==> config.mk <==
export PLATFORM = sky130hd
export DESIGN_NAME = pylex_back
export DESIGN_NICKNAME = d
export VERILOG_FILES = /design/src/hw/rtl/pylex_pkg.sv /design/src/hw/rtl/pylex_back.sv
export SDC_FILE = /design/constraint.sdc
export NUM_CORES = 1
export LEC_CHECK = 0
export BUFFER_PORTS_ARGS = -buffer_cell sky130_fd_sc_hd__buf_2
export CORE_AREA = 2 2 109 111
export DETAILED_ROUTE_END_ITERATION = 16
export DIE_AREA = 0 0 111 113
export HOLD_SLACK_MARGIN = 0.03
export SETUP_SLACK_MARGIN = 0.15
export SLEW_MARGIN = 20
export SYNTH_ARGS = -nofsm -noshare
export SYNTH_HDL_FRONTEND = slang
export SYNTH_SLANG_ARGS = --single-unit
==> constraint.sdc <==
create_clock -name clk -period 4.2 [get_ports clk]
set_input_delay 0.21 -clock clk [delete_from_list [all_inputs] [get_ports clk]]
set_output_delay 0.21 -clock clk [all_outputs]
set_load 0.02 [all_outputs]
==> src/hw/rtl/pylex_pkg.sv <==
// shared widths, token codes, character codes and record types of the lexer
package pylex_pkg;

	localparam int LINE_BITS     = 16;
	localparam int POSITION_BITS = 24;
	localparam int LENGTH_BITS   = 8;
	localparam int KIND_BITS     = 5;
	localparam int PREFIX_LEN    = 5;
	localparam int PFX_IDX_BITS  = $clog2(PREFIX_LEN);
	localparam int MAX_TOKENS    = 4;
	localparam int TOK_IDX_BITS  = $clog2(MAX_TOKENS);
	localparam int TOK_CNT_BITS  = $clog2(MAX_TOKENS + 1);
	localparam int QUEUE_DEPTH   = 4;
	localparam int QPTR_BITS     = $clog2(QUEUE_DEPTH);
	localparam int QCNT_BITS     = $clog2(QUEUE_DEPTH + 1);
	localparam int NUM_KW        = 8;

	localparam logic [LINE_BITS-1:0]     LINE_TOP = {LINE_BITS{1'b1}};
	localparam logic [POSITION_BITS-1:0] POS_TOP  = {POSITION_BITS{1'b1}};
	localparam logic [LENGTH_BITS-1:0]   LEN_TOP  = {LENGTH_BITS{1'b1}};

	// token kinds
	localparam logic [KIND_BITS-1:0] KIND_NEWLINE = 5'd0;
	localparam logic [KIND_BITS-1:0] KIND_IDENT   = 5'd1;
	localparam logic [KIND_BITS-1:0] KIND_NUM     = 5'd2;
	localparam logic [KIND_BITS-1:0] KIND_TRUE    = 5'd3;
	localparam logic [KIND_BITS-1:0] KIND_FALSE   = 5'd4;
	localparam logic [KIND_BITS-1:0] KIND_PRINT   = 5'd5;
	localparam logic [KIND_BITS-1:0] KIND_IF      = 5'd6;
	localparam logic [KIND_BITS-1:0] KIND_ELSE    = 5'd7;
	localparam logic [KIND_BITS-1:0] KIND_LPAREN  = 5'd8;
	localparam logic [KIND_BITS-1:0] KIND_RPAREN  = 5'd9;
	localparam logic [KIND_BITS-1:0] KIND_AND     = 5'd10;
	localparam logic [KIND_BITS-1:0] KIND_OR      = 5'd11;
	localparam logic [KIND_BITS-1:0] KIND_NOT     = 5'd12;
	localparam logic [KIND_BITS-1:0] KIND_ASSIGN  = 5'd13;
	localparam logic [KIND_BITS-1:0] KIND_COLON   = 5'd14;
	localparam logic [KIND_BITS-1:0] KIND_EQEQ    = 5'd15;
	localparam logic [KIND_BITS-1:0] KIND_GE      = 5'd16;
	localparam logic [KIND_BITS-1:0] KIND_LE      = 5'd17;
	localparam logic [KIND_BITS-1:0] KIND_NE      = 5'd18;
	localparam logic [KIND_BITS-1:0] KIND_LT      = 5'd19;
	localparam logic [KIND_BITS-1:0] KIND_GT      = 5'd20;
	localparam logic [KIND_BITS-1:0] KIND_PLUS    = 5'd21;
	localparam logic [KIND_BITS-1:0] KIND_MINUS   = 5'd22;
	localparam logic [KIND_BITS-1:0] KIND_STAR    = 5'd23;
	localparam logic [KIND_BITS-1:0] KIND_SLASH   = 5'd24;
	localparam logic [KIND_BITS-1:0] KIND_EOF     = 5'd25;

	// held operator codes
	localparam logic [2:0] PEND_NONE = 3'd0;
	localparam logic [2:0] PEND_EQ   = 3'd1;
	localparam logic [2:0] PEND_LT   = 3'd2;
	localparam logic [2:0] PEND_GT   = 3'd3;
	localparam logic [2:0] PEND_BANG = 3'd4;

	// character codes
	localparam logic [7:0] CH_TAB    = 8'h09;
	localparam logic [7:0] CH_NL     = 8'h0A;
	localparam logic [7:0] CH_SPACE  = 8'h20;
	localparam logic [7:0] CH_BANG   = 8'h21;
	localparam logic [7:0] CH_HASH   = 8'h23;
	localparam logic [7:0] CH_LPAREN = 8'h28;
	localparam logic [7:0] CH_RPAREN = 8'h29;
	localparam logic [7:0] CH_STAR   = 8'h2A;
	localparam logic [7:0] CH_PLUS   = 8'h2B;
	localparam logic [7:0] CH_MINUS  = 8'h2D;
	localparam logic [7:0] CH_SLASH  = 8'h2F;
	localparam logic [7:0] CH_0      = 8'h30;
	localparam logic [7:0] CH_9      = 8'h39;
	localparam logic [7:0] CH_COLON  = 8'h3A;
	localparam logic [7:0] CH_LT     = 8'h3C;
	localparam logic [7:0] CH_EQ     = 8'h3D;
	localparam logic [7:0] CH_GT     = 8'h3E;
	localparam logic [7:0] CH_UA     = 8'h41;
	localparam logic [7:0] CH_UZ     = 8'h5A;
	localparam logic [7:0] CH_USCORE = 8'h5F;
	localparam logic [7:0] CH_LA     = 8'h61;
	localparam logic [7:0] CH_LZ     = 8'h7A;

	// keywords, first character in the low byte, unused bytes zero
	localparam logic [PREFIX_LEN-1:0][7:0] KW_TEXT [NUM_KW] = '{
		{8'h00, "e", "u", "r", "T"},
		{"e", "s", "l", "a", "F"},
		{"t", "n", "i", "r", "p"},
		{24'h000000, "f", "i"},
		{8'h00, "e", "s", "l", "e"},
		{16'h0000, "d", "n", "a"},
		{24'h000000, "r", "o"},
		{16'h0000, "t", "o", "n"}
	};
	localparam logic [LENGTH_BITS-1:0] KW_LEN [NUM_KW] = '{
		LENGTH_BITS'(4), LENGTH_BITS'(5), LENGTH_BITS'(5), LENGTH_BITS'(2),
		LENGTH_BITS'(4), LENGTH_BITS'(3), LENGTH_BITS'(2), LENGTH_BITS'(3)
	};
	localparam logic [KIND_BITS-1:0] KW_KIND [NUM_KW] = '{
		KIND_TRUE, KIND_FALSE, KIND_PRINT, KIND_IF,
		KIND_ELSE, KIND_AND, KIND_OR, KIND_NOT
	};

	typedef struct packed {
		logic [KIND_BITS-1:0]     kind;
		logic [LINE_BITS-1:0]     line;
		logic [POSITION_BITS-1:0] start;
		logic [LENGTH_BITS-1:0]   length;
		logic                     ovf;
	} token_t;

	// all tokens caused by one source byte
	typedef struct packed {
		token_t [MAX_TOKENS-1:0]   tok;
		logic [TOK_CNT_BITS-1:0]   count;
	} bundle_t;

	typedef struct packed {
		logic full;
		logic empty;
	} q_stat_t;

endpackage

==> src/hw/rtl/pylex_back.sv <==
// token back end: walks the head bundle one token per cycle into the output register, unless out_ready stalls it
module pylex_back (
	input  logic                 clk,
	input  logic                 arst_n,
	input  pylex_pkg::bundle_t   head,
	input  pylex_pkg::q_stat_t   stat,
	output logic                 pop,
	output logic                 out_valid,
	input  logic                 out_ready,
	output pylex_pkg::token_t    tok,
	output logic                 last
);
	import pylex_pkg::*;

	logic [TOK_IDX_BITS-1:0] idx_q;
	logic                    valid_q;
	token_t                  tok_q;
	logic                    last_q;
	logic                    load;
	logic                    at_end;

	assign load      = !stat.empty && (!valid_q || out_ready);
	assign at_end    = ({1'b0, idx_q} + 1'b1) == head.count;
	assign pop       = load && at_end;
	assign out_valid = valid_q;
	assign tok       = tok_q;
	assign last      = last_q;

	always_ff @(posedge clk) begin
		if (load) begin
			tok_q  <= head.tok[idx_q];
			last_q <= at_end;
		end
	end

	always_ff @(posedge clk or negedge arst_n) begin
		if (!arst_n) begin
			idx_q   <= '0;
			valid_q <= 1'b0;
		end else begin
			if (load) begin
				valid_q <= 1'b1;
				idx_q   <= at_end ? '0 : idx_q + 1'b1;
			end else if (out_ready) begin
				valid_q <= 1'b0;
			end
		end
	end

endmodule

==> out/metrics.cfg, run 1 <==
[synthesis]
synthTopCellsByCount=edfxtp_1 (55), mux4_2 (54), buf_6 (4)
synth_compound_area_frac=0.00911
async_flop_share=0.0517
synthCells=138
synth.top_cell.area_share=0.523
ys_warn_count=0
synth-main-ff-cell=edfxtp_1
synth_cell_type_count=20
synthesis.nets=363
yosys.area_share.simple=0.0123
yosysMostFrequentCell=edfxtp_1
syn_area_per_cell_um2=22.9
synth_edf_count=55
synthMuxAreaShare=0.388
synthAdderAreaFrac=0.00396
synth_top_area_cell=edfxtp_1
syn-cell-area_um2=3160
synth_area_leaders=edfxtp_1 (52%), mux4_2 (38%), dfrtp_1 (2.4%), buf_6 (1.4%), buf_4 (0.71%)
synth-xor-area-share=0.0107
ys_seq_area_frac=0.546
ys_seq_elements=58
synth_top_family_by_area=multiplexers

[sta]
finalSetupTns_ns=0
rsz0062_at_grt=false
maxSlewViolCount=0
slew_headroom=0.423
fin_crit_sh=0.628
setup_violations=0
hold_viol=0
period_minus_slack_ns=2.64
clock_skew_ns=0.00524
layout_setup_ws_ns=1.56
worst_slew_pin_slew_ns=0.863
max_freq_mhz=379

[detailed_routing]
routedWlPerCell_um=17.2
num_vias=2658
drc=0
routed_via_density=4.67
drt_wl_total_um=9790
ant_nets=0
first_pass_iters=4
drtIter0Drc=85

[layout]
area_delta_synth_final_pct=56.5
layout-drive-gt1-share=0.831
final_nets=645
post-route-util=0.439
fill_cells=1087

[global_route]
grt_max_degree=56
grt_pass1_vias=2989
grt_use_met2=0.292
overflow=0
grtUsageMet3=0.0514
grt_pass1_wl_um=15000
gr-usage-met1=0.167
busiest_layer=met2
antenna_found_initial=1
grt_usage=0.155

[worst_setup_path]
timing.rr.end=tok[51]
start_kind=flop
max_stage_delay_ns=0.74
startpoint=idx_q[0]
required_ns=3.99
worstSetupEndpointType=output pin
crit_type=flop to output pin
ff2ff_setup_slack_ns=1.96
crit_chain=buf_4 -> xnor2_2 -> nor3_4 -> and2_1 -> buf_2
crit_arrival_ns=2.43
crit_buf_inv=2
crit_fanout=32
critPathTopFamily=buffers and inverters
slowest_stage=dfrtp_4
ff2ff_path_depth=2
regToRegStartpoint=idx_q[0]

[pwr]
peakVddDrop_mv=0.238
power_density_nw_per_um2=569
p_leak_nw=2.19

[clocking]
htreeDepth=3
clock-root-buffer=clkbuf_16
clockBufferDepth=2
cts.repair.resized=0
cts_buffers=9
cts_tree=done
clk_latency_ns=0.31
post_cts_buffers=0
clock_sinks=58
clk_pin_slew_ns=0.05

[hold_path]
hp-start=stat[0]
holdPathStages=2
holdPathEnd=out_valid
hold_path_class=input port to flop

[die]
core-area_um2=11300
rows=39
initial_utilization=0.280
die_w_um=111
dieArea_um2=12500
io_pins=281
die-height_um=113

[placed_design]
place.gp.congestion=0.813
dp_hpwl_um=7970
place_ws_ns=1.79
portBuffers=279

[flow_run]
max-cap-violations=0

[run_status]
status=complete, no violations

[worst max path at each step]
stage	cells past startpoint	endpoint
after global routing	5	pop
after floorplan	3	pop
after detailed placement	5	pop
after CTS	5	pop
after global placement	5	pop
final	5	pop
[final cells by class]
cell class | instances | area [um2] | area share
Sequential cell | 58 | 1730 | 0.350
Antenna cell | 1 | 2.50 | 0.000506
Inverter | 1 | 3.75 | 0.000759
Timing Repair Buffer | 283 | 1430 | 0.289
Clock inverter | 5 | 21.3 | 0.00430
Tap cell | 143 | 179 | 0.0362
Multi-Input combinational cell | 67 | 1350 | 0.272
Clock buffer | 11 | 233 | 0.0470
[routing by layer]
layer,vias up,wire length (um)
met5,-,0
met4,0,116
met3,8,923
met2,155,5280
met1,1295,3470
li1,1200,-
[state kept, by name, indices dropped and copies added (netlist names)]
name,flops
out_valid,1
last,1
idx_q,2
tok,54
[stage by stage]
step           instances  total power [mW]  cell area (um2)  hold slack [ns]
2_1_floorplan        138              1.93             3160          -0.0856
3_3_place_gp         551              2.21             4680           0.0113
3_5_place_dp         551              2.24             4680           0.0143
4_1_cts              568              2.88             4940            0.122
5_1_grt              568              2.99             4940            0.141
6_report             569              2.81             4950            0.141
[where the power goes]
part | switching [mW] | leakage [nW] | internal, mW
combinational | 0.569 | 1.51 | 0.663
clock | 0.230 | 0.126 | 0.390
sequential | 0.0996 | 0.557 | 0.863
[kinds of logic after synthesis]
family / after synthesis
simple gates: 5
compound gates: 3
flops: 58
buf+inv: 13
fa+ha+maj: 1
xor+xnor: 3
mux: 55
[worst reg2reg max path, stage by stage (launching register included)]
cell,delay (ns)
dfrtp_4,0.74
buf_4,0.61
mux4_2,0.62
[cells in the final DEF (no fill, tap or decap), types with 2 or more instances in the layout]
| cell | instances |
|---|---|
| edfxtp_1 | 55 |
| buf_2 | 279 |
| clkbuf_16 | 9 |
| mux4_2 | 54 |
| xor2_1 | 2 |
| clkbuf_1 | 2 |
| clkinv_2 | 2 |
| buf_4 | 3 |
| clkinv_1 | 3 |
[timing repair]
action,CTS,global route
endpoints found under the hold margin,3,0
hold buffers,1,0
endpoints found under the setup margin,0,0
Note: power is estimated with default switching activity, not from simulation.
==> inputs of run 2 (changes only) <==
clock period = 2.55 ns   (was 4.2 ns; I/O delays follow)
==> run 2 against run 1 <==
  * Critical path depth unchanged
  * Largest cell class unchanged
  * Largest power group unchanged
  * Setup slack worse by 1.0 ns
  * Cell area grew 0.73%
  * Highest routed layer unchanged
==> out/metrics.cfg, run 2 (same netlist as run 1, synthesis figures left out) <==
[sta]
rsz0062_at_grt=false
clock_skew_ns=0.00663
setup_violations=0
fin_crit_sh=0.795
period_minus_slack_ns=2.03
slew_headroom=0.676
fin_hold_ws_ns=0.0482
finalSetupTns_ns=0
hold_viol=0
max_freq_mhz=493
maxSlewViolCount=0
worst_slew_pin_slew_ns=0.486

[pwr]
p_leak_nw=2.21
peakVddDrop_mv=0.511
power_density_nw_per_um2=943

[clocking]
holdBufCountCts=1
cts_buffers=9
cts.repair.resized=0
post_cts_buffers=0
cts_tree=done
htreeDepth=3
clk_latency_ns=0.32
clock_sinks=58
clockBufferDepth=2
clock-root-buffer=clkbuf_16
clk_pin_slew_ns=0.05

[detailed_routing]
drtIter0Drc=95
drc=0
first_pass_iters=4
routed_via_density=4.65
ant_nets=0
drt_wl_total_um=9630
routedWlPerCell_um=16.8
num_vias=2658

[die]
dieArea_um2=12500
rows=39
core-area_um2=11300
die_w_um=111
die-height_um=113
initial_utilization=0.280
io_pins=281

[placed_design]
place.gp.congestion=0.798
dp_hpwl_um=7900
portBuffers=279
place_area_um2=4720

[hold_path]
hold_path_class=input port to flop
hp-start=stat[0]

[global_route]
grtUsageMet3=0.0407
grt_usage=0.154
grt_pass1_wl_um=14900
overflow=0
busiest_layer=met2
grt_max_degree=37
grt_pass1_vias=2980
antenna_found_initial=1
gr-usage-met1=0.166
grt_use_met2=0.283

[layout]
final_nets=648
largest_reg_flops=54
layout-drive-gt1-share=0.834
design_area_um2=4980
final_common_cell=buf_2
post-route-util=0.442
final_cell_mix=buf_2 (279), edfxtp_1 (55), mux4_2 (54), clkbuf_16 (9), buf_4 (5)
area_delta_synth_final_pct=57.7

[worst_setup_path]
crit_buf_inv=1
max_stage_delay_ns=0.54
startpoint=idx_q[0]
slowest_stage=dfrtp_4
crit_chain=ha_1 -> xor2_1 -> nor3_4 -> and2_1 -> buf_2
crit_fanout=7
start_kind=flop
regToRegStartpoint=idx_q[0]
crit_arrival_ns=1.90
required_ns=2.42
worstSetupEndpointType=output pin
critPathTopFamily=flip-flops
crit_type=flop to output pin

[run_status]
status=complete, no violations

[flow_run]
max-cap-violations=0

run 2: layout make-up:
class | count | area (um2)
Antenna cell | 1 | 2.50
Fill cell | 1068 | 6290
Timing Repair Buffer | 286 | 1460
Tap cell | 143 | 179
Sequential cell | 58 | 1730
Multi-Input combinational cell | 67 | 1350
Inverter | 1 | 3.75
Clock buffer | 12 | 236
Clock inverter | 4 | 18.8
run 2: stage by stage:
step | power [mW] | std cells | worst slack [ns]
after floorplan | 3.18 | 138 | 0.557
after global placement | 3.67 | 554 | 0.758
after detailed placement | 3.74 | 554 | 0.738
after CTS | 4.80 | 571 | 0.497
after global routing | 4.97 | 571 | 0.421
final | 4.70 | 572 | 0.523
run 2: routing by layer:
| metal | part of all wire | wire length (um) |
|---|---|---|
| met5 | 0 | 0 |
| met1 | 0.36 | 3460 |
| met3 | 0.085 | 819 |
| met2 | 0.53 | 5150 |
| met4 | 0.021 | 199 |
run 2: final timing paths:
| kind | to | depth (start not counted) | slack (ns) |
|---|---|---|---|
| max in group asynchronous | idx_q[0] | 2 | 2.29 |
| hold reg to reg | idx_q[0] | 1 | 0.64 |
| min in group asynchronous | idx_q[0] | 2 | 0.14 |
| setup reg to reg | tok[24] | 2 | 0.79 |
| setup / recovery | pop | 5 | 0.52 |
| hold / removal | out_valid | 2 | 0.05 |
run 2: where the power goes:
group | internal (mW) | total [mW] | leakage [nW] | switching, mW
logic | 1.13 | 2.15 | 1.53 | 1.02
clock network | 0.648 | 1.04 | 0.128 | 0.393
registers | 1.42 | 1.51 | 0.557 | 0.0845
