`config.mk`:
```
export PLATFORM = sky130hd
export DESIGN_NAME = pylex_queue
export DESIGN_NICKNAME = d
export VERILOG_FILES = /design/src/hw/rtl/pylex_pkg.sv /design/src/hw/rtl/pylex_queue.sv
export SDC_FILE = /design/constraint.sdc
export NUM_CORES = 1
export LEC_CHECK = 0
export BUFFER_PORTS_ARGS = -buffer_cell sky130_fd_sc_hd__buf_2
export CORE_ASPECT_RATIO = 0.75
export CORE_MARGIN = 1.5
export CORE_UTILIZATION = 55
export DETAILED_ROUTE_END_ITERATION = 10
export PLACE_DENSITY = 0.77
export SKIP_CTS_REPAIR_TIMING = 1
export SLEW_MARGIN = 20
export SYNTH_ARGS = -nofsm -noshare
export SYNTH_HDL_FRONTEND = slang
export SYNTH_SLANG_ARGS = --single-unit
```
`constraint.sdc`:
```
create_clock -name clk -period 13.6 [get_ports clk]
set_input_delay 1.36 -clock clk [delete_from_list [all_inputs] [get_ports clk]]
set_output_delay 1.36 -clock clk [all_outputs]
set_load 0.02 [all_outputs]
```
`src/hw/rtl/pylex_pkg.sv`:
```
// shared widths, token codes, character codes and record types of the lexer
package pylex_pkg;

	localparam int LINE_BITS     = 16;
	localparam int POSITION_BITS = 24;
	localparam int LENGTH_BITS   = 8;
	localparam int KIND_BITS     = 5;
	localparam int PREFIX_LEN    = 5;
	localparam int PFX_IDX_BITS  = $clog2(PREFIX_LEN);
	localparam int MAX_TOKENS    = 4;
	localparam int TOK_IDX_BITS  = $clog2(MAX_TOKENS);
	localparam int TOK_CNT_BITS  = $clog2(MAX_TOKENS + 1);
	localparam int QUEUE_DEPTH   = 4;
	localparam int QPTR_BITS     = $clog2(QUEUE_DEPTH);
	localparam int QCNT_BITS     = $clog2(QUEUE_DEPTH + 1);
	localparam int NUM_KW        = 8;

	localparam logic [LINE_BITS-1:0]     LINE_TOP = {LINE_BITS{1'b1}};
	localparam logic [POSITION_BITS-1:0] POS_TOP  = {POSITION_BITS{1'b1}};
	localparam logic [LENGTH_BITS-1:0]   LEN_TOP  = {LENGTH_BITS{1'b1}};

	// token kinds
	localparam logic [KIND_BITS-1:0] KIND_NEWLINE = 5'd0;
	localparam logic [KIND_BITS-1:0] KIND_IDENT   = 5'd1;
	localparam logic [KIND_BITS-1:0] KIND_NUM     = 5'd2;
	localparam logic [KIND_BITS-1:0] KIND_TRUE    = 5'd3;
	localparam logic [KIND_BITS-1:0] KIND_FALSE   = 5'd4;
	localparam logic [KIND_BITS-1:0] KIND_PRINT   = 5'd5;
	localparam logic [KIND_BITS-1:0] KIND_IF      = 5'd6;
	localparam logic [KIND_BITS-1:0] KIND_ELSE    = 5'd7;
	localparam logic [KIND_BITS-1:0] KIND_LPAREN  = 5'd8;
	localparam logic [KIND_BITS-1:0] KIND_RPAREN  = 5'd9;
	localparam logic [KIND_BITS-1:0] KIND_AND     = 5'd10;
	localparam logic [KIND_BITS-1:0] KIND_OR      = 5'd11;
	localparam logic [KIND_BITS-1:0] KIND_NOT     = 5'd12;
	localparam logic [KIND_BITS-1:0] KIND_ASSIGN  = 5'd13;
	localparam logic [KIND_BITS-1:0] KIND_COLON   = 5'd14;
	localparam logic [KIND_BITS-1:0] KIND_EQEQ    = 5'd15;
	localparam logic [KIND_BITS-1:0] KIND_GE      = 5'd16;
	localparam logic [KIND_BITS-1:0] KIND_LE      = 5'd17;
	localparam logic [KIND_BITS-1:0] KIND_NE      = 5'd18;
	localparam logic [KIND_BITS-1:0] KIND_LT      = 5'd19;
	localparam logic [KIND_BITS-1:0] KIND_GT      = 5'd20;
	localparam logic [KIND_BITS-1:0] KIND_PLUS    = 5'd21;
	localparam logic [KIND_BITS-1:0] KIND_MINUS   = 5'd22;
	localparam logic [KIND_BITS-1:0] KIND_STAR    = 5'd23;
	localparam logic [KIND_BITS-1:0] KIND_SLASH   = 5'd24;
	localparam logic [KIND_BITS-1:0] KIND_EOF     = 5'd25;

	// held operator codes
	localparam logic [2:0] PEND_NONE = 3'd0;
	localparam logic [2:0] PEND_EQ   = 3'd1;
	localparam logic [2:0] PEND_LT   = 3'd2;
	localparam logic [2:0] PEND_GT   = 3'd3;
	localparam logic [2:0] PEND_BANG = 3'd4;

	// character codes
	localparam logic [7:0] CH_TAB    = 8'h09;
	localparam logic [7:0] CH_NL     = 8'h0A;
	localparam logic [7:0] CH_SPACE  = 8'h20;
	localparam logic [7:0] CH_BANG   = 8'h21;
	localparam logic [7:0] CH_HASH   = 8'h23;
	localparam logic [7:0] CH_LPAREN = 8'h28;
	localparam logic [7:0] CH_RPAREN = 8'h29;
	localparam logic [7:0] CH_STAR   = 8'h2A;
	localparam logic [7:0] CH_PLUS   = 8'h2B;
	localparam logic [7:0] CH_MINUS  = 8'h2D;
	localparam logic [7:0] CH_SLASH  = 8'h2F;
	localparam logic [7:0] CH_0      = 8'h30;
	localparam logic [7:0] CH_9      = 8'h39;
	localparam logic [7:0] CH_COLON  = 8'h3A;
	localparam logic [7:0] CH_LT     = 8'h3C;
	localparam logic [7:0] CH_EQ     = 8'h3D;
	localparam logic [7:0] CH_GT     = 8'h3E;
	localparam logic [7:0] CH_UA     = 8'h41;
	localparam logic [7:0] CH_UZ     = 8'h5A;
	localparam logic [7:0] CH_USCORE = 8'h5F;
	localparam logic [7:0] CH_LA     = 8'h61;
	localparam logic [7:0] CH_LZ     = 8'h7A;

	// keywords, first character in the low byte, unused bytes zero
	localparam logic [PREFIX_LEN-1:0][7:0] KW_TEXT [NUM_KW] = '{
		{8'h00, "e", "u", "r", "T"},
		{"e", "s", "l", "a", "F"},
		{"t", "n", "i", "r", "p"},
		{24'h000000, "f", "i"},
		{8'h00, "e", "s", "l", "e"},
		{16'h0000, "d", "n", "a"},
		{24'h000000, "r", "o"},
		{16'h0000, "t", "o", "n"}
	};
	localparam logic [LENGTH_BITS-1:0] KW_LEN [NUM_KW] = '{
		LENGTH_BITS'(4), LENGTH_BITS'(5), LENGTH_BITS'(5), LENGTH_BITS'(2),
		LENGTH_BITS'(4), LENGTH_BITS'(3), LENGTH_BITS'(2), LENGTH_BITS'(3)
	};
	localparam logic [KIND_BITS-1:0] KW_KIND [NUM_KW] = '{
		KIND_TRUE, KIND_FALSE, KIND_PRINT, KIND_IF,
		KIND_ELSE, KIND_AND, KIND_OR, KIND_NOT
	};

	typedef struct packed {
		logic [KIND_BITS-1:0]     kind;
		logic [LINE_BITS-1:0]     line;
		logic [POSITION_BITS-1:0] start;
		logic [LENGTH_BITS-1:0]   length;
		logic                     ovf;
	} token_t;

	// all tokens caused by one source byte
	typedef struct packed {
		token_t [MAX_TOKENS-1:0]   tok;
		logic [TOK_CNT_BITS-1:0]   count;
	} bundle_t;

	typedef struct packed {
		logic full;
		logic empty;
	} q_stat_t;

endpackage

```
`src/hw/rtl/pylex_queue.sv`:
```
// short queue of token bundles between lexer front and token back end
module pylex_queue (
	input  logic                 clk,
	input  logic                 arst_n,
	input  logic                 push,
	input  pylex_pkg::bundle_t   wdata,
	input  logic                 pop,
	output pylex_pkg::bundle_t   head,
	output pylex_pkg::q_stat_t   stat
);
	import pylex_pkg::*;

	bundle_t               slot_q [QUEUE_DEPTH];
	logic [QPTR_BITS-1:0]  wr_q, rd_q;
	logic [QCNT_BITS-1:0]  cnt_q;

	assign head       = slot_q[rd_q];
	assign stat.full  = (cnt_q == QCNT_BITS'(QUEUE_DEPTH));
	assign stat.empty = (cnt_q == '0);

	always_ff @(posedge clk) begin
		if (push) slot_q[wr_q] <= wdata;
	end

	always_ff @(posedge clk or negedge arst_n) begin
		if (!arst_n) begin
			wr_q  <= '0;
			rd_q  <= '0;
			cnt_q <= '0;
		end else begin
			if (push) wr_q <= wr_q + 1'b1;
			if (pop) rd_q <= rd_q + 1'b1;
			case ({push, pop})
				2'b10:   cnt_q <= cnt_q + 1'b1;
				2'b01:   cnt_q <= cnt_q - 1'b1;
				default: cnt_q <= cnt_q;
			endcase
		end
	end

endmodule

```
==> results of run 1 <==
metrics by stage:
stage	utilization (%)	setup slack, ns	power, W
after floorplan	-	6.67	0.00571
after global placement	60.9	8.83	0.00639
after detailed placement	60.9	8.81	0.00644
after CTS	65.2	8.11	0.00856
after global routing	65.2	7.92	0.00879
final	65.2	8.35	0.00844
per-layer routing:
layer  track usage [%]  share of wire (%)
met2              33.7                 50
met1              27.7                 37
met3              7.98                 10
met4              6.86                2.6
met5                 0               0.40
worst max-delay path: stages, from the launching register on:
cell and delay [ns]:
dfrtp_4 0.91, buf_4 0.61, buf_4 0.85, mux4_2 0.62, buf_2 0.18
worst max path at each step:
stage                  from           end  slack, ns  depth (start not counted)
floorplan              push  slot_q[0][0]       6.67                          1
global placement    rd_q[0]      head[52]       8.83                          4
detailed placement  rd_q[0]      head[52]       8.81                          4
CTS                 rd_q[0]      head[52]       8.11                          4
global route        rd_q[0]      head[48]       7.92                          4
finish              rd_q[0]     head[124]       8.35                          4
layout by cell type (no fill, tap or decap), drive strengths merged, types with 3 or more instances in the layout:
master    count
nand2         3
xor2          4
inv          11
buf         461
clkinv       37
clkbuf       97
ha            5
and2          4
mux4        219
clkinvlp      5
dfrtp         7
edfxtp      876
diode         8
flip-flops by register name, indices dropped and copies added, names as in the netlist:
signal,cells
cnt_q,3
rd_q,2
wr_q,2
slot_q,876
where the power goes:
group / internal (W) / total, W / switching (W) / leakage (nW)
Combinational: 0.00102 / 0.00261 / 0.00159 / 3.37
Clock: 0.00115 / 0.00210 / 0.000946 / 1.19
Sequential: 0.00356 / 0.00374 / 0.000173 / 8.13
Total: 0.00574 / 0.00844 / 0.00271 / 12.7
area by class of cell:
cell class	count	area (um^2)	share of cell area [%]
Antenna cell	8	20.0	0.0534
Clock buffer	97	2110	5.63
Clock inverter	49	354	0.945
Inverter	6	22.5	0.0601
Multi-Input combinational cell	243	5140	13.7
Sequential cell	883	26500	70.7
Tap cell	780	976	2.60
Timing Repair Buffer	461	2360	6.31
cell families after synthesis:
logic type                 share of synthesized area (%)
muxes                                               15.4
DFF                                                 82.7
adders and majority gates                          0.258
and+or+nand+nor                                    0.160
AOI/OAI and AO/OA                                 0.0313
buffers and inverters                               1.27
xor gates and xnor gates                           0.164
==> impl_metrics.toml, run 1 <==
[status]
outcome = "complete, no violations"

[floorplanning]
die_w_um = 282
rows = 76
die-area_mm2 = 0.0597
die_h_um = 212
io_pins = 444
core_mm2 = 0.0574
initial_utilization_pct = 55.7

[sta]
final.setup.tns_ns = 0
rsz0062_at_grt = "no"
drv_slew = 0
clock.fmax_mhz = 190
hold_viol = 0
worstMarginPinSlew_ns = 1.04
finalCritPeriodShare_pct = 38.6
fin_worst_skew_ns = 0.0174
whs_ns = 0.494
finalSetupViolCount = 0
layout_min_cycle_time_ns = 5.25
slew_headroom_pct = 30.4

[min_path]
min_path_cells = 1
hp-class = "flip-flop to flip-flop"
min_from = "cnt_q[2]"
min_to = "cnt_q[2]"

[critical_path]
r2r_cells = 5
reg2reg_slack_ns = 10.26
reg2reg_to = "slot_q[2][163]"
crit_type = "flip-flop to output port"
r2r_start = "wr_q[0]"
worstSetupEndpointType = "output port"
cp_max_fo = 50
critPathArrivalTime_ns = 3.89
critPathRequiredTime_ns = 12.24
critical_path.startpoint_type = "flip-flop"

[synth]
yosysUniqueCellTypes = 20
yosysSeqAreaShare_pct = 82.7
synth_top_area_share_pct = 82.2
synth-seq-cells = 883
synth_fp_nets = 1410
ys.warnings.count = 0
synth_ff_type = "edfxtp_1"
syn_inst = 1181
synth_top_cell_by_area = "edfxtp_1"
yosys-top-cells-area = "edfxtp_1 (82%), mux4_2 (15%), buf_6 (0.74%), dfrtp_1 (0.55%), buf_2 (0.34%)"
synth_most_common_cell = "edfxtp_1"
synth-edff-count = 876
async_reset_ff_share_pct = 0.793
syn_area_mm2 = 0.0320
syn_avg_cell_area_um2 = 27.1
synthTopCellsByCount = "edfxtp_1 (876), mux4_2 (219), buf_2 (22), buf_6 (21), dfrtp_1 (7)"

[clocking]
clockRootBuffer = "clkbuf_16"
cts_num_sinks = 883
clockBufferDepth = 3
clk_latency_ns = 0.61
clk_pin_slew_ns = 0.06
cts_max_level = 3
tritoncts = "yes"
cts_buffers = 80

[final_layout]
finalNetCount = 1904
drive_above_1_share_pct = 45.8
n_fill_cell = 3675
synthToLayoutAreaGrowth_pct = 17.0
final_cells = 2527
final_cell_area_mm2 = 0.0375

[routing]
drtIter0Drc = 1293
via_per_inst = 5.72
vias = 14448
drc = 0
final_antenna_net_count = 0
firstDrtPassIters = 5
wl_um = 62900
wire_per_inst_um = 24.9

[placement]
routabilityCongestion = 0.780
dp_hpwl_um = 37500
port_buffers = 443
post_dp_cell_area_mm2 = 0.0350
dp.cells = 2373

[global_route]
grt_pass1_wl_um = 93200
grt_use_total_pct = 21.3
grt_overflow = 0
grt_max_degree = 109
grt_pass1_vias = 15086
grt_antenna_before_repair = 27

[power_and_ir_drop]
p_leak_nw = 12.7
ir_drop_mv = 0.174
power_density_mw_per_mm2 = 225

[job]
cap_viol_max_count = 0
Power figures use the tool's default switching activity.
==> run 2, diff against run 1 <==
--- a/config.mk
+++ b/config.mk
@@ -5,12 +5,13 @@
 export SDC_FILE = /design/constraint.sdc
 export NUM_CORES = 1
 export LEC_CHECK = 0
+export ABC_AREA = 1
 export BUFFER_PORTS_ARGS = -buffer_cell sky130_fd_sc_hd__buf_2
 export CORE_ASPECT_RATIO = 0.75
 export CORE_MARGIN = 1.5
-export CORE_UTILIZATION = 55
+export CORE_UTILIZATION = 52
 export DETAILED_ROUTE_END_ITERATION = 10
-export PLACE_DENSITY = 0.77
+export PLACE_DENSITY = 0.76
 export SKIP_CTS_REPAIR_TIMING = 1
 export SLEW_MARGIN = 20
 export SYNTH_ARGS = -nofsm -noshare
==> constraint.sdc (replaced) <==
create_clock -name clk -period 4.4 [get_ports clk]
set_input_delay 0.44 -clock clk [delete_from_list [all_inputs] [get_ports clk]]
set_output_delay 0.44 -clock clk [all_outputs]
set_load 0.02 [all_outputs]
==> impl_metrics.toml, run 2 <==
[status]
outcome = "complete, no violations"

[synth]
synth_compound_area_share_pct = 9.63
yosys-top-cells-area = "edfxtp_1 (75%), o211ai_1 (9.0%), nand2_1 (7.1%), inv_1 (4.8%), buf_6 (1.3%)"
syn_inst = 2604
yosysSeqAreaShare_pct = 75.2
yosysUniqueCellTypes = 19
synth_top_area_share_pct = 74.7
syn_area_mm2 = 0.0352
syn_avg_cell_area_um2 = 13.5
synth_ff_type = "edfxtp_1"
synth-seq-cells = 883
synth-edff-count = 876
ys.warnings.count = 0
synthTopCellsByCount = "edfxtp_1 (876), nand2_1 (668), inv_1 (452), o211ai_1 (420), buf_2 (56)"
synth.area.mux_share_pct = 0
synthAdderAreaFrac_pct = 0.235
synth-xor-area-share_pct = 0.0995
synth_top_family_by_area = "compound AO/OA/AOI/OAI gates"
async_reset_ff_share_pct = 0.793
synth-simple-area-share_pct = 7.18
synth_fp_nets = 2833
synth_most_common_cell = "edfxtp_1"
synth_top_cell_by_area = "edfxtp_1"

[job]
cap_viol_max_count = 0

[floorplanning]
io_pins = 444
initial_utilization_pct = 52.6
core_mm2 = 0.0669
die-area_mm2 = 0.0693
rows = 82
die_w_um = 303
die_h_um = 228

[sta]
hold_viol = 0
worstMarginPinSlew_ns = 1.00
finalSetupViolCount = 0
rsz0062_at_grt = "no"
finalCritPeriodShare_pct = 73.2
clock.fmax_mhz = 310
fin_worst_skew_ns = 0.0172
final.setup.tns_ns = 0
drv_slew = 0
layout_min_cycle_time_ns = 3.22
slew_headroom_pct = 33.3

[routing]
wire_per_inst_um = 18.3
wl_um = 73900
final_antenna_net_count = 0
via_per_inst = 5.20
drc = 0
vias = 20998
firstDrtPassIters = 5
drtIter0Drc = 1442

[final_layout]
largest_reg_flops = 876
top_regs = "slot_q: 876 flops, cnt_q: 3 flops"
n_fill_cell = 4840
fin_util_pct = 61.7
layout_commonest_cell = "edfxtp_1"
finalNetCount = 3298
synthToLayoutAreaGrowth_pct = 17.2
drive_above_1_share_pct = 19.7
regMostFlops = "slot_q"
layout_common_cells = "edfxtp_1 (876), nand2_1 (668), inv_1 (447)"

[clocking]
clk_latency_ns = 0.62
clk_pin_slew_ns = 0.06
cts_buffers = 86
tritoncts = "yes"
cts_max_level = 3
clockBufferDepth = 3
cts_num_sinks = 883
clockRootBuffer = "clkbuf_16"

[global_route]
grt_pass1_vias = 20997
grt_max_degree = 146
grt_overflow = 0
grt_use_total_pct = 21.0
grt_antenna_before_repair = 20
grt_pass1_wl_um = 113000

[power_and_ir_drop]
ir_drop_mv = 0.625
p_leak_nw = 16.4
power_density_mw_per_mm2 = 704
power_w = 0.0291

[placement]
routabilityCongestion = 0.863
dp_hpwl_um = 43200
port_buffers = 443

[critical_path]
critical_path.startpoint_type = "flip-flop"
worstSetupEndpointType = "output port"
crit_chain = "buf_4 > nand2_1 > o211ai_1 > nand2_1 > buf_2"
crit_buf_inv = 2
critPathArrivalTime_ns = 2.78
slowest_delay_ns = 1.05
cp_common_cell = "nand2_1"
cp_max_fo = 66
path_delay_family = "flip-flops"
critPathRequiredTime_ns = 3.96
crit_type = "flip-flop to output port"
slowest_stage = "dfrtp_4"

[min_path]
hp-class = "primary input to flip-flop"
## run 2: cell count changes after synthesis, moves of 3 or more
cell,change
buf_4,+17
and2_1,-4
o211ai_1,+420
buf_1,+3
buf_6,+19
clkbuf_1,+26
nand2_1,+665
mux4_2,-219
o211ai_2,+18
inv_1,+446
buf_2,+34
## run 2: path summary, 6_finish.rpt
path,startpoint,endpoint,slack (ns),depth (start not counted)
setup / recovery,rd_q[0],head[204],1.18,5
hold / removal,wdata[48],slot_q[2][48],0.03,1
setup reg to reg,wr_q[0],slot_q[0][171],2.34,5
hold reg to reg,cnt_q[2],cnt_q[2],0.54,2
max in group asynchronous,arst_n,rd_q[0],4.03,2
min in group asynchronous,arst_n,cnt_q[0],0.19,2
## run 2: layout make-up
class	count	area, um^2	share of cell area, %
clock inverter	48	404	0.980
antenna	20	50.0	0.121
multi-input combinational	1122	6030	14.6
tap	882	1100	2.67
clock buffer	107	2260	5.48
sequential	883	26500	64.2
inverter	452	1720	4.16
timing repair buffer	524	3200	7.75
## run 2: logic make-up after synthesis
logic type      count (synthesis)
flops                         883
simple gates                  672
buf+inv                       599
compound gates                440
fa+ha+maj                       6
xor+xnor                        4
## run 2: metrics by stage
stage,hold WS (ns),cell area [um^2],setup WS (ns),cells
2_1_floorplan,0.144,35200,0.0190,2604
3_3_place_gp,0.283,38100,1.90,3814
3_5_place_dp,0.287,38100,1.85,3814
4_1_cts,-0.389,40700,1.12,3969
5_1_grt,-0.00336,41200,0.990,4032
6_report,0.0306,41300,1.18,4038
## run 2: routing by layer
metal  part of all wire, %  track usage, %
met5                 0.069               0
met4                   3.3            8.43
met3                   6.8            5.75
met2                    50            35.9
met1                    40            25.2
## run 2: worst register-to-register path, delay by kind of cell, from the launching register on
kind / cells / cell delay [ns]
buffers and inverters: 3 / 0.84
AND/OR/NAND/NOR: 1 / 0.08
flip-flops: 1 / 0.43
adder cells (fa/ha/maj): 1 / 0.15
## run 2: where the power goes
part,internal [W],switching [W]
registers,0.0110,0.000487
logic,0.00311,0.00751
clock network,0.00392,0.00303
total,0.0180,0.0110
